[src/toroidal_life_generations_top_defines.svh]
// Assertion macros shared by the toroidal life block.
`ifndef TOROIDAL_LIFE_GENERATIONS_TOP_DEFINES_SVH
`define TOROIDAL_LIFE_GENERATIONS_TOP_DEFINES_SVH
`ifndef NO_ASSERTIONS
// same-cycle implication
`define TLG_ASSERT_IMPL(lbl, ck, rn, ante, cons) \
	lbl: assert property (@(posedge ck) disable iff (!rn) (ante) |-> (cons)) \
		else $error("tlg: implication check failed");
// next-cycle implication
`define TLG_ASSERT_NEXT(lbl, ck, rn, ante, cons) \
	lbl: assert property (@(posedge ck) disable iff (!rn) (ante) |=> (cons)) \
		else $error("tlg: next-cycle check failed");
`else
`define TLG_ASSERT_IMPL(lbl, ck, rn, ante, cons)
`define TLG_ASSERT_NEXT(lbl, ck, rn, ante, cons)
`endif
`endif

[src/tlg_pkg.sv]
// Shared constants and types of the toroidal life block.
package tlg_pkg;

	localparam int unsigned ROW_W      = 64;  // row bus width
	localparam int unsigned COL_W      = 6;   // column index
	localparam int unsigned CNT_W      = 7;   // row/width counts, 0..127
	localparam int unsigned GEN_W      = 16;  // generation counter
	localparam int unsigned IDX_W      = 6;   // emitted row index
	localparam int unsigned NBR_W      = 4;   // neighbor count 0..8
	localparam int unsigned CFG_IDX_W  = 2;
	localparam int unsigned CFG_DATA_W = 16;

	localparam int unsigned DEF_MAX_WIDTH  = 64;
	localparam int unsigned DEF_MAX_HEIGHT = 64;
	localparam int unsigned RESULT_LIMIT   = 64;

	localparam logic [CNT_W-1:0] RST_GRID_WIDTH  = 7'd64;
	localparam logic [CNT_W-1:0] RST_GRID_HEIGHT = 7'd64;
	localparam logic [GEN_W-1:0] RST_GEN_COUNT   = 16'd1;

	// B3/S23
	localparam logic [NBR_W-1:0] BIRTH_COUNT   = 4'd3;
	localparam logic [NBR_W-1:0] SURVIVE_COUNT = 4'd2;

	typedef enum logic [CFG_IDX_W-1:0] {
		CFG_GRID_WIDTH  = 2'd0,
		CFG_GRID_HEIGHT = 2'd1,
		CFG_GEN_COUNT   = 2'd2
	} tlg_cfg_reg_t;

	// 3x3 neighborhood of one cell; bit 0 west, bit 1 center, bit 2 east
	typedef struct packed {
		logic [2:0] dn;
		logic [2:0] mid;
		logic [2:0] up;
	} tlg_nbhd_t;

endpackage

[src/tlg_lane.sv]
// One cell lane: counts live neighbors and applies the B3/S23 rule.
module tlg_lane import tlg_pkg::*; (
	input  tlg_nbhd_t nbhd,
	output logic      alive
);

	logic [NBR_W-1:0] count;

	assign count = NBR_W'(nbhd.up[0]) + NBR_W'(nbhd.up[1]) + NBR_W'(nbhd.up[2])
		+ NBR_W'(nbhd.mid[0]) + NBR_W'(nbhd.mid[2])
		+ NBR_W'(nbhd.dn[0]) + NBR_W'(nbhd.dn[1]) + NBR_W'(nbhd.dn[2]);

	assign alive = (count == BIRTH_COUNT) || ((count == SURVIVE_COUNT) && nbhd.mid[1]);

endmodule

[src/tlg_row_engine.sv]
// Row engine: one lane per column with toroidal wrap, merged into the next row.
module tlg_row_engine import tlg_pkg::*; #(
	parameter int unsigned LANES = DEF_MAX_WIDTH
) (
	input  logic [ROW_W-1:0] up_row,
	input  logic [ROW_W-1:0] mid_row,
	input  logic [ROW_W-1:0] dn_row,
	input  logic [COL_W-1:0] last_col,
	output logic [ROW_W-1:0] next_row,
	output logic             changed
);

	logic             up_edge;
	logic             mid_edge;
	logic             dn_edge;
	logic [LANES-1:0] lane_out;

	// column width-1, the west neighbor of column 0
	assign up_edge  = up_row[last_col];
	assign mid_edge = mid_row[last_col];
	assign dn_edge  = dn_row[last_col];

	for (genvar x = 0; x < LANES; x++) begin : g_lane
		localparam logic [COL_W-1:0] XI = COL_W'(x);
		logic [2:0] west;  // {dn, mid, up}
		logic [2:0] east;
		tlg_nbhd_t  nb;
		logic       alive;

		if (x == 0) begin : g_w
			assign west = {dn_edge, mid_edge, up_edge};
		end else begin : g_w
			assign west = {dn_row[x-1], mid_row[x-1], up_row[x-1]};
		end

		if (x == LANES - 1) begin : g_e
			assign east = {dn_row[0], mid_row[0], up_row[0]};
		end else begin : g_e
			assign east = (XI == last_col) ? {dn_row[0], mid_row[0], up_row[0]}
				: {dn_row[x+1], mid_row[x+1], up_row[x+1]};
		end

		assign nb.up  = {east[0], up_row[x], west[0]};
		assign nb.mid = {east[1], mid_row[x], west[1]};
		assign nb.dn  = {east[2], dn_row[x], west[2]};

		tlg_lane u_lane (
			.nbhd  (nb),
			.alive (alive)
		);

		// columns past the width in use stay dead
		assign lane_out[x] = alive && (XI <= last_col);
	end

	// merge
	assign next_row = ROW_W'(lane_out);
	assign changed  = (next_row != mid_row);

endmodule

[config.mk]
export PLATFORM = sky130hd
export DESIGN_NAME = tlg_row_engine
export DESIGN_NICKNAME = d
export VERILOG_FILES = /design/src/toroidal_life_generations_top_defines.svh /design/src/tlg_pkg.sv /design/src/tlg_lane.sv /design/src/tlg_row_engine.sv
export SDC_FILE = /design/constraint.sdc
export NUM_CORES = 1
export LEC_CHECK = 0
export BUFFER_PORTS_ARGS = -buffer_cell sky130_fd_sc_hd__buf_2
export CAP_MARGIN = 5
export CORE_AREA = 5 5 193 289
export DETAILED_ROUTE_END_ITERATION = 8
export DIE_AREA = 0 0 198 294
export GPL_ROUTABILITY_DRIVEN = 0
export PLACE_DENSITY_LB_ADDON = 0.12
export SLEW_MARGIN = 20
export SYNTH_ARGS = -nofsm -noshare
export SYNTH_HDL_FRONTEND = slang
export SYNTH_HIERARCHICAL = 1
export SYNTH_SLANG_ARGS = --single-unit
[constraint.sdc]
create_clock -name vclk -period 11.5
set_clock_uncertainty 0.2 [all_clocks]
set_input_delay 2.875 -clock vclk [all_inputs]
set_output_delay 2.875 -clock vclk [all_outputs]
set_load 0.005 [all_outputs]
Yosys cells after proc, flatten, opt, wreduce, memory -nomap -nowiden:

Cells that the tools add are included.

* div/mod/pow operators: 0
* multipliers: 0
* magnitude comparators: 65
* shift-type cells: 0
* reduce and logical (&&, ||, !) cells: 193
* mux-type cells: 69
* equality and inequality tests: 191
* bitwise logic cells: 0
* add/subtract/negate cells: 448

Operator list (count)
* 4-bit by 1-bit adder with 4-bit output: 384
* 4-bit by 2-bit equality test with 1-bit output (second input constant): 128
* 6-bit <= comparator (first input constant): 32
* 3-bit two-way mux: 63
* 6-bit equality test (first input constant): 31
* 1-bit by 1-bit adder with 2-bit output: 64
* 1-bit logical AND: 128
* 5-bit by 6-bit equality test with 1-bit output (first input constant): 16
* 5-bit by 6-bit <= comparator with 1-bit output (first input constant): 16
* 1-bit logical OR: 64
* 64-bit inequality test: 1
* 4-bit by 6-bit equality test with 1-bit output (first input constant): 8
* 4-bit by 6-bit <= comparator with 1-bit output (first input constant): 8
* 3-bit by 6-bit equality test with 1-bit output (first input constant): 4
* 3-bit by 6-bit <= comparator with 1-bit output (first input constant): 4
* 1-bit binary-select mux with 6-bit select: 3
* 2-bit by 6-bit equality test with 1-bit output (first input constant): 2
* 1-bit by 6-bit <= comparator with 1-bit output (first input constant): 2
* 2-bit by 6-bit <= comparator with 1-bit output (first input constant): 2
* 6-bit by 7-bit < comparator with 1-bit output (second input constant): 1
* 1-bit by 6-bit equality test with 1-bit output (first input constant): 1
* 6-bit logical NOT: 1
* 1-bit two-way mux: 3

* word-level logic and storage cells: 966
* bits in writable memories: 0
* memories kept: 0
* latch bits: 0
* ROM bits: 0
* bits in registers: 0
* output and inout port bits: 65

Longest topological paths before layout:

Gate-level depths: netlist (run 1).

* depth in word-level cells: 14
* depth in mapped cells: 24
* mapped depth without buffers: 20

By module:

The synthesis (run 1) kept the hierarchy.

Modules (own cells, without submodules)
* tlg_lane (g_lane[0].u_lane ...): seq. area each 0.0 µm², times used 44, cells an instance 23, area an instance 185.2 µm²
* tlg_row_engine: seq. area each 0.0 µm², times used 1, cells an instance 746, area an instance 6145.9 µm²
* tlg_lane (g_lane[23].u_lane ...): seq. area each 0.0 µm², times used 20, cells an instance 23, area an instance 200.2 µm²

Worst setup path before layout (run 1):

No wires, ideal clock.

* kind: input -> output
* start: input port last_col[1]
* end: output port changed
* slack: 0.662 ns
* cell stages on the path: 23
* data required time: 8.425 ns
* arrival: 7.763 ns
* path buffers: 4
* path through: buf_4 > buf_2 > buf_2 > buf_2 > mux4_2 > a22oi_1 > nand3_1 > a2111oi_0 > o21ai_0 > inv_1 > fa_1 > fa_1 > fa_1 > inv_1 > ha_1 > fa_1 > or2_0 > a21oi_1 > xor2_1 > nor4_1 > nand4_1 > nor4_1 > nand4_1

* elaborated cells between the ends (all ways): 892
* those cells by class: add/sub: 379; order compare: 64; eq/ne: 189; mux: 69; reduce/logical: 191

RTL lines
* start, declared: RTL line tlg_row_engine.sv:8 `input logic [COL_W-1:0] last_col,`
* 1-bit binary-select mux with 6-bit select (*): RTL line tlg_row_engine.sv:20 `assign mid_edge = mid_row[last_col];`
* 1-bit two-way mux (implied by the code) (*): RTL line tlg_row_engine.sv:20
* net mid_edge: RTL line tlg_row_engine.sv:14 `logic mid_edge;`
* 4-bit by 1-bit adder with 4-bit output (*) (2 in a row): RTL line tlg_lane.sv:10 `+ NBR_W'(nbhd.mid[0]) + NBR_W'(nbhd.mid[2])`
* 4-bit by 1-bit adder with 4-bit output (*) (3 in a row): RTL line tlg_lane.sv:11 `+ NBR_W'(nbhd.dn[0]) + NBR_W'(nbhd.dn[1]) + NBR_W'(nbhd.dn[2]);`
* 4-bit by 2-bit equality test with 1-bit output: RTL line tlg_lane.sv:13 `assign alive = (count == BIRTH_COUNT) || ((count == SURVIVE_COUNT) && nbhd.mid[1]);`
* 1-bit logical AND: RTL line tlg_lane.sv:13
* 1-bit logical OR (*): RTL line tlg_lane.sv:13
* net g_lane[0].alive: RTL line tlg_row_engine.sv:28 `logic alive;`
* 1-bit logical AND (*): RTL line tlg_row_engine.sv:53 `assign lane_out[x] = alive && (XI <= last_col);`
* 64-bit inequality test (*): RTL line tlg_row_engine.sv:58 `assign changed = (next_row != mid_row);`
* end, declared: RTL line tlg_row_engine.sv:10 `output logic changed`

The timed path passes the listed nets; every way through them passes the cells marked *. The select of a mux whose other input is x is not followed.

Worst setup path in the final report (run 1):

* start: input port last_col[0]
* end: output port changed

* elaborated cells between the ends (all ways): 892
* those cells by class: add/sub: 379; order compare: 64; eq/ne: 189; mux: 69; reduce/logical: 191

RTL lines (RTL line)
* 1-bit binary-select mux with 6-bit select (*): tlg_row_engine.sv:20
* 1-bit two-way mux (implied by the code) (*): tlg_row_engine.sv:20
* net mid_edge: tlg_row_engine.sv:14
* 4-bit by 1-bit adder with 4-bit output (*) (2 in a row): tlg_lane.sv:10
* 4-bit by 1-bit adder with 4-bit output (*) (3 in a row): tlg_lane.sv:11
* 4-bit by 2-bit equality test with 1-bit output: tlg_lane.sv:13
* 1-bit logical AND: tlg_lane.sv:13
* 1-bit logical OR (*): tlg_lane.sv:13
* 1-bit logical AND (*): tlg_row_engine.sv:53
* 64-bit inequality test (*): tlg_row_engine.sv:58

Marked as above.

==> results.json, run 1 <==
{
  "critPathMaxStageDelay_ns": 0.55,
  "multi_input_area_um2": 15260,
  "slew_violations": 0,
  "wl_per_cell_um": 23.62,
  "grt_max_degree": 67,
  "die_y_um": 294,
  "portBuffers": 263,
  "drc": 0,
  "seq_area_um2": 0,
  "holdPathStages": 6,
  "crit_cells": 22,
  "stdcell_area_um2": 21600,
  "design.seq.count": 0,
  "timing.hold.ws_ns": 6.158,
  "crit_buf_inv": 4,
  "status": "completed",
  "cpLargestDelayFamily": "adder cells",
  "synthTopCellsByArea": "fa_1 28%, inv_1 15%, ha_1 13%",
  "total_power_w": 0.001656,
  "hp-class": "in -> out",
  "yosysMostFrequentCell": "inv_1",
  "end_kind": "primary output",
  "grt_pass1_wl_um": 115700,
  "arrival_ns": 8.22,
  "max_cap_viol_count": 0,
  "io_pins": 263,
  "synthCells": 2218,
  "ys_seq_area_share_pct": 0,
  "n_clock_buffer": 0,
  "synth_warnings": 6,
  "crit_path_frequent_cell": "fa_1",
  "p_seq_share_pct": 0,
  "track_usage_pct": 26.20,
  "nNetsFinal": 3228,
  "syn2layout_area_growth_pct": 18.07,
  "cellLeakagePower_nw": 11.91,
  "ir_drop_v": 0.00004176,
  "dpl-instance-area_um2": 21440,
  "totalNegativeSetupSlack_ns": 0,
  "hpwl_um": 66650,
  "internal_power_w": 0.0007075,
  "period_minus_slack_ns": 11.29,
  "synth_cell_types": 74,
  "tightest_slew_ns": 1.224,
  "synthesis.nets": 2864,
  "core-area_um2": 53090,
  "fmax_mhz": 88.54,
  "slew_headroom_pct": 18.40,
  "power_density_nw_per_um2": 76.67,
  "synth_top_area_share_pct": 28.01,
  "n_fill_cell": 5623,
  "worst-setup-path-type": "in -> out",
  "crit_chain": "buf_12 > mux4_2 > mux2_2 > a21oi_1 > a211oi_2 > a2111oi_2 > o21ai_0 > inv_1 > fa_1 > fa_1 > fa_1 > inv_1 > ha_1 > fa_1 > or2_0 > a21oi_2 > xor2_1 > nor4_1 > nand4_1 > nor4_2 > nand4_1 > buf_2",
  "drive_above_1_share_pct": 27.71,
  "synthTopCellsByCount": "727 x inv_1, 256 x fa_1, 199 x mux2_2",
  "dieArea_um2": 58210,
  "die_w_um": 198,
  "vias": 17390,
  "clock_power_share_pct": 0,
  "switching_share_pct": 57.29,
  "finalSetupViolations": 0,
  "firstDrtPassIters": 6,
  "crit_path_top_delay_cell": "mux4_2",
  "start_util_pct": 34.46,
  "antenna_left": 0,
  "grt_pass1_vias": 18760,
  "cp_max_fo": 9,
  "worst_setup_path_start_kind": "input port",
  "pwr-share-comb_pct": 100.0,
  "post-route-period-util_pct": 98.21,
  "antenna_found_initial": 4,
  "synth.avg_cell_area_um2": 8.250,
  "switching_power_w": 0.0009490,
  "vias_per_cell": 5.316,
  "gr-total-overflow": 0,
  "drt-total-wl_um": 77260,
  "yosys.area.top_type": "fa_1",
  "hold_violations": 0,
  "rows": 104,
  "drt-initial-drc-count": 1117,
  "cp.required_ns": 8.43,
  "synth_area_um2": 18300
}
## cell usage in the layout, fill, tap and decap left out, drive strengths merged, types with 20 or more instances in the layout
cell,synthesis,final
inv,727,727
buf,37,435
fa,256,256
mux2,199,199
ha,192,192
a21oi,109,109
o21ai,98,98
or2,67,67
nand3,62,62
nand2,61,61
nor2,45,45
mux4,35,35
o211a,26,26
a211oi,24,24
nand3b,20,20
## through the flow
stage | utilization (%) | setup slack (ns) | std cells
after floorplan | - | 0.6624 | 2218
after global placement | 40.39 | -0.4242 | 3261
after detailed placement | 40.39 | -0.4173 | 3261
after CTS | 40.52 | 0.006973 | 3261
after global routing | 40.68 | -0.0005045 | 3269
final | 40.69 | 0.2055 | 3271
## cell type report
class	count	area share, %
antenna	2	0.02317
inverter	728	12.65
multi-input combinational	1417	70.64
tap	689	3.990
timing repair buffer	435	12.70
## cell families after synthesis
logic type | Yosys count | synth area share, %
compound gates | 340 | 12.45
fa+ha+maj | 448 | 41.14
xor+xnor | 32 | 1.532
mux | 247 | 17.27
buf+inv | 801 | 16.90
simple gates | 350 | 10.71
## final timing paths
kind	start	to
max	last_col[0]	changed
min	mid_row[33]	next_row[33]
## per-layer routing
| metal | GRT usage (%) | up-vias | wire (µm) |
|---|---|---|---|
| li1 | - | 7823 | - |
| met5 | 0 | - | 7 |
| met2 | 46.95 | 609 | 39000 |
| met3 | 2.840 | 180 | 4426 |
| met1 | 31.36 | 8776 | 29210 |
| met4 | 11.78 | 2 | 4622 |
## power groups by stage
stage / Combinational, W / Sequential (W) / Clock, W
finish: 0.00166 / 0 / 0.0000000000233
global route: 0.00188 / 0 / 0
CTS: 0.00166 / 0 / 0
detailed placement: 0.00164 / 0 / 0
global placement: 0.00158 / 0 / 0
floorplan: 0.00104 / 0 / 0
## what timing repair did
| action | 4_1_cts | 5_1_grt |
|---|---|---|
| setup endpoints to repair | 1 | 1 |
| endpoints found under the hold margin | 0 | 0 |
| pin swaps | 2 | 6 |
| buffers inserted | 0 | 8 |
| hold buffers | 0 | 0 |
| gates resized for setup | 17 | 7 |
No activity file was read; power rests on OpenSTA's default activity.
==> run 2: changes to the inputs <==
--- a/config.mk
+++ b/config.mk
@@ -7,9 +7,9 @@
 export LEC_CHECK = 0
 export BUFFER_PORTS_ARGS = -buffer_cell sky130_fd_sc_hd__buf_2
 export CAP_MARGIN = 5
-export CORE_AREA = 5 5 193 289
+export CORE_AREA = 5 5 191 285
 export DETAILED_ROUTE_END_ITERATION = 8
-export DIE_AREA = 0 0 198 294
+export DIE_AREA = 0 0 196 290
 export GPL_ROUTABILITY_DRIVEN = 0
 export PLACE_DENSITY_LB_ADDON = 0.12
 export SLEW_MARGIN = 20
==> constraint.sdc (replaced) <==
create_clock -name vclk -period 11.15
set_clock_uncertainty 0.2 [all_clocks]
set_input_delay 2.7875 -clock vclk [all_inputs]
set_output_delay 2.7875 -clock vclk [all_outputs]
set_load 0.005 [all_outputs]
==> run 2 against run 1 <==
Compared with the run above: core utilization is 2.0 points higher; sequential share of layout area is the same; largest cell class unchanged; first-iteration DRC count fell by 7.9%; highest routed layer unchanged.
==> results.json, run 2 (same netlist as run 1, synthesis figures left out) <==
{
  "firstDrtPassIters": 8,
  "switching_share_pct": 56.14,
  "nNetsFinal": 3274,
  "drt-initial-drc-count": 1029,
  "cp_max_fo": 8,
  "wl_per_cell_um": 22.96,
  "grt_max_degree": 67,
  "syn2layout_area_growth_pct": 20.24,
  "worst-setup-path-type": "in -> out",
  "cellLeakagePower_nw": 12.15,
  "slew_headroom_pct": 23.45,
  "arrival_ns": 8.15,
  "power_density_nw_per_um2": 81.02,
  "max_cap_viol_count": 0,
  "fin_ws_ns": 0.008337,
  "setup.worst_path.start": "last_col[0]",
  "switching_power_w": 0.001001,
  "pwr-share-comb_pct": 100.0,
  "antenna_found_initial": 5,
  "timing.hold.ws_ns": 6.041,
  "portBuffers": 263,
  "core-area_um2": 51560,
  "seq_area_um2": 0,
  "n_clock_buffer": 0,
  "hpwl_um": 65480,
  "final_cell_mix": "726 x inv_1, 261 x buf_2, 255 x fa_1",
  "top_usage_layer": "met2",
  "track_usage_pct": 26.08,
  "hp-class": "in -> out",
  "drc": 0,
  "met1_usage_pct": 31.40,
  "hold_violations": 0,
  "n_fill_cell": 5372,
  "final_common_cell": "inv_1",
  "start_util_pct": 35.49,
  "holdBufCountCts": 0,
  "dieArea_um2": 56840,
  "drt-total-wl_um": 75830,
  "insertedDiodeCount": 0,
  "worst_setup_path_start_kind": "input port",
  "total_power_w": 0.001782,
  "rsz0062_at_grt": "true",
  "internal_power_w": 0.0007817,
  "cp-endpoint": "changed",
  "vias_per_cell": 5.270,
  "end_kind": "primary output",
  "grt_pass1_wl_um": 114500,
  "clock_power_share_pct": 0,
  "p_seq_share_pct": 0,
  "period_minus_slack_ns": 11.14,
  "preCtsSetupSlack_ns": -0.6523,
  "antenna_left": 0,
  "ir_drop_v": 0.00004337,
  "tightest_slew_ns": 1.148,
  "status": "completed",
  "drive_above_1_share_pct": 29.06,
  "io_pins": 263,
  "finalSetupViolations": 0,
  "slew_violations": 0,
  "vias": 17400,
  "grtUsageMet3_pct": 2.577,
  "die_y_um": 290,
  "design.seq.count": 0,
  "use_met2_pct": 46.81,
  "die_w_um": 196,
  "gr-total-overflow": 0,
  "fmax_mhz": 89.75,
  "post-route-period-util_pct": 99.93,
  "grt_pass1_vias": 18660,
  "rows": 102,
  "cp.required_ns": 8.16
}
## run 2: worst min-delay path by stage
stage | start | endpoint | slack, ns | cells past startpoint
floorplan | last_col[3] | next_row[51] | 5.53 | 2
global placement | mid_row[34] | next_row[34] | 5.99 | 6
detailed placement | mid_row[34] | next_row[34] | 6.02 | 6
CTS | mid_row[34] | next_row[34] | 6.03 | 6
global route | mid_row[34] | next_row[34] | 6.09 | 6
finish | mid_row[34] | next_row[34] | 6.04 | 6
## run 2: repair_timing
action                     in CTS  in global routing
pin swaps                      10                  5
buffers inserted               10                  1
setup endpoints to repair       1                  2
gates resized for setup        24                 11
## run 2: power groups by stage
stage | sequential (W) | combinational, W | clock (W)
3_3_place_gp | 0 | 0.00164 | 0
6_report | 0 | 0.00178 | 0
5_1_grt | 0 | 0.00202 | 0
3_5_place_dp | 0 | 0.00171 | 0
4_1_cts | 0 | 0.00176 | 0
2_1_floorplan | 0 | 0.00108 | 0
## run 2: layout make-up
cell class	instances	area, µm²	share of cell area, %
well taps	676	845.8	3.844
inverters	728	2733	12.42
multi-input cells	1417	15280	69.43
repair buffers	481	3147	14.30
## run 2: metrics by stage
| stage | instances | util [%] | area (µm²) | TNS, ns |
|---|---|---|---|---|
| 4_1_cts | 3301 | 42.57 | 21950 | 0 |
| 3_3_place_gp | 3291 | 42.21 | 21760 | -0.5311 |
| 3_5_place_dp | 3291 | 42.21 | 21760 | -0.6523 |
| 2_1_floorplan | 2218 | - | 18300 | 0 |
| 5_1_grt | 3302 | 42.67 | 22000 | -0.2218 |
| 6_report | 3302 | 42.67 | 22000 | 0 |
## run 2: routing by layer
| metal | up-vias | wire, µm |
|---|---|---|
| li1 | 7891 | - |
| met1 | 8626 | 28590 |
| met2 | 688 | 38320 |
| met3 | 190 | 4300 |
| met4 | 8 | 4571 |
| met5 | - | 53 |
## run 2: critical path, cell delays in order
cell and delay [ns]:
buf_16 0.14, buf_12 0.14, buf_12 0.11, mux4_2 0.48, mux2_4 0.30, a222oi_1 0.41, o21ai_1 0.13, inv_1 0.09
fa_1 0.44, fa_1 0.46, fa_1 0.51, inv_2 0.05, ha_4 0.16, fa_2 0.53, o21ai_2 0.08, a21oi_4 0.18
xor2_1 0.10, nor4_2 0.20, nand4_1 0.14, nor4_1 0.25, nand4_1 0.24, buf_2 0.20
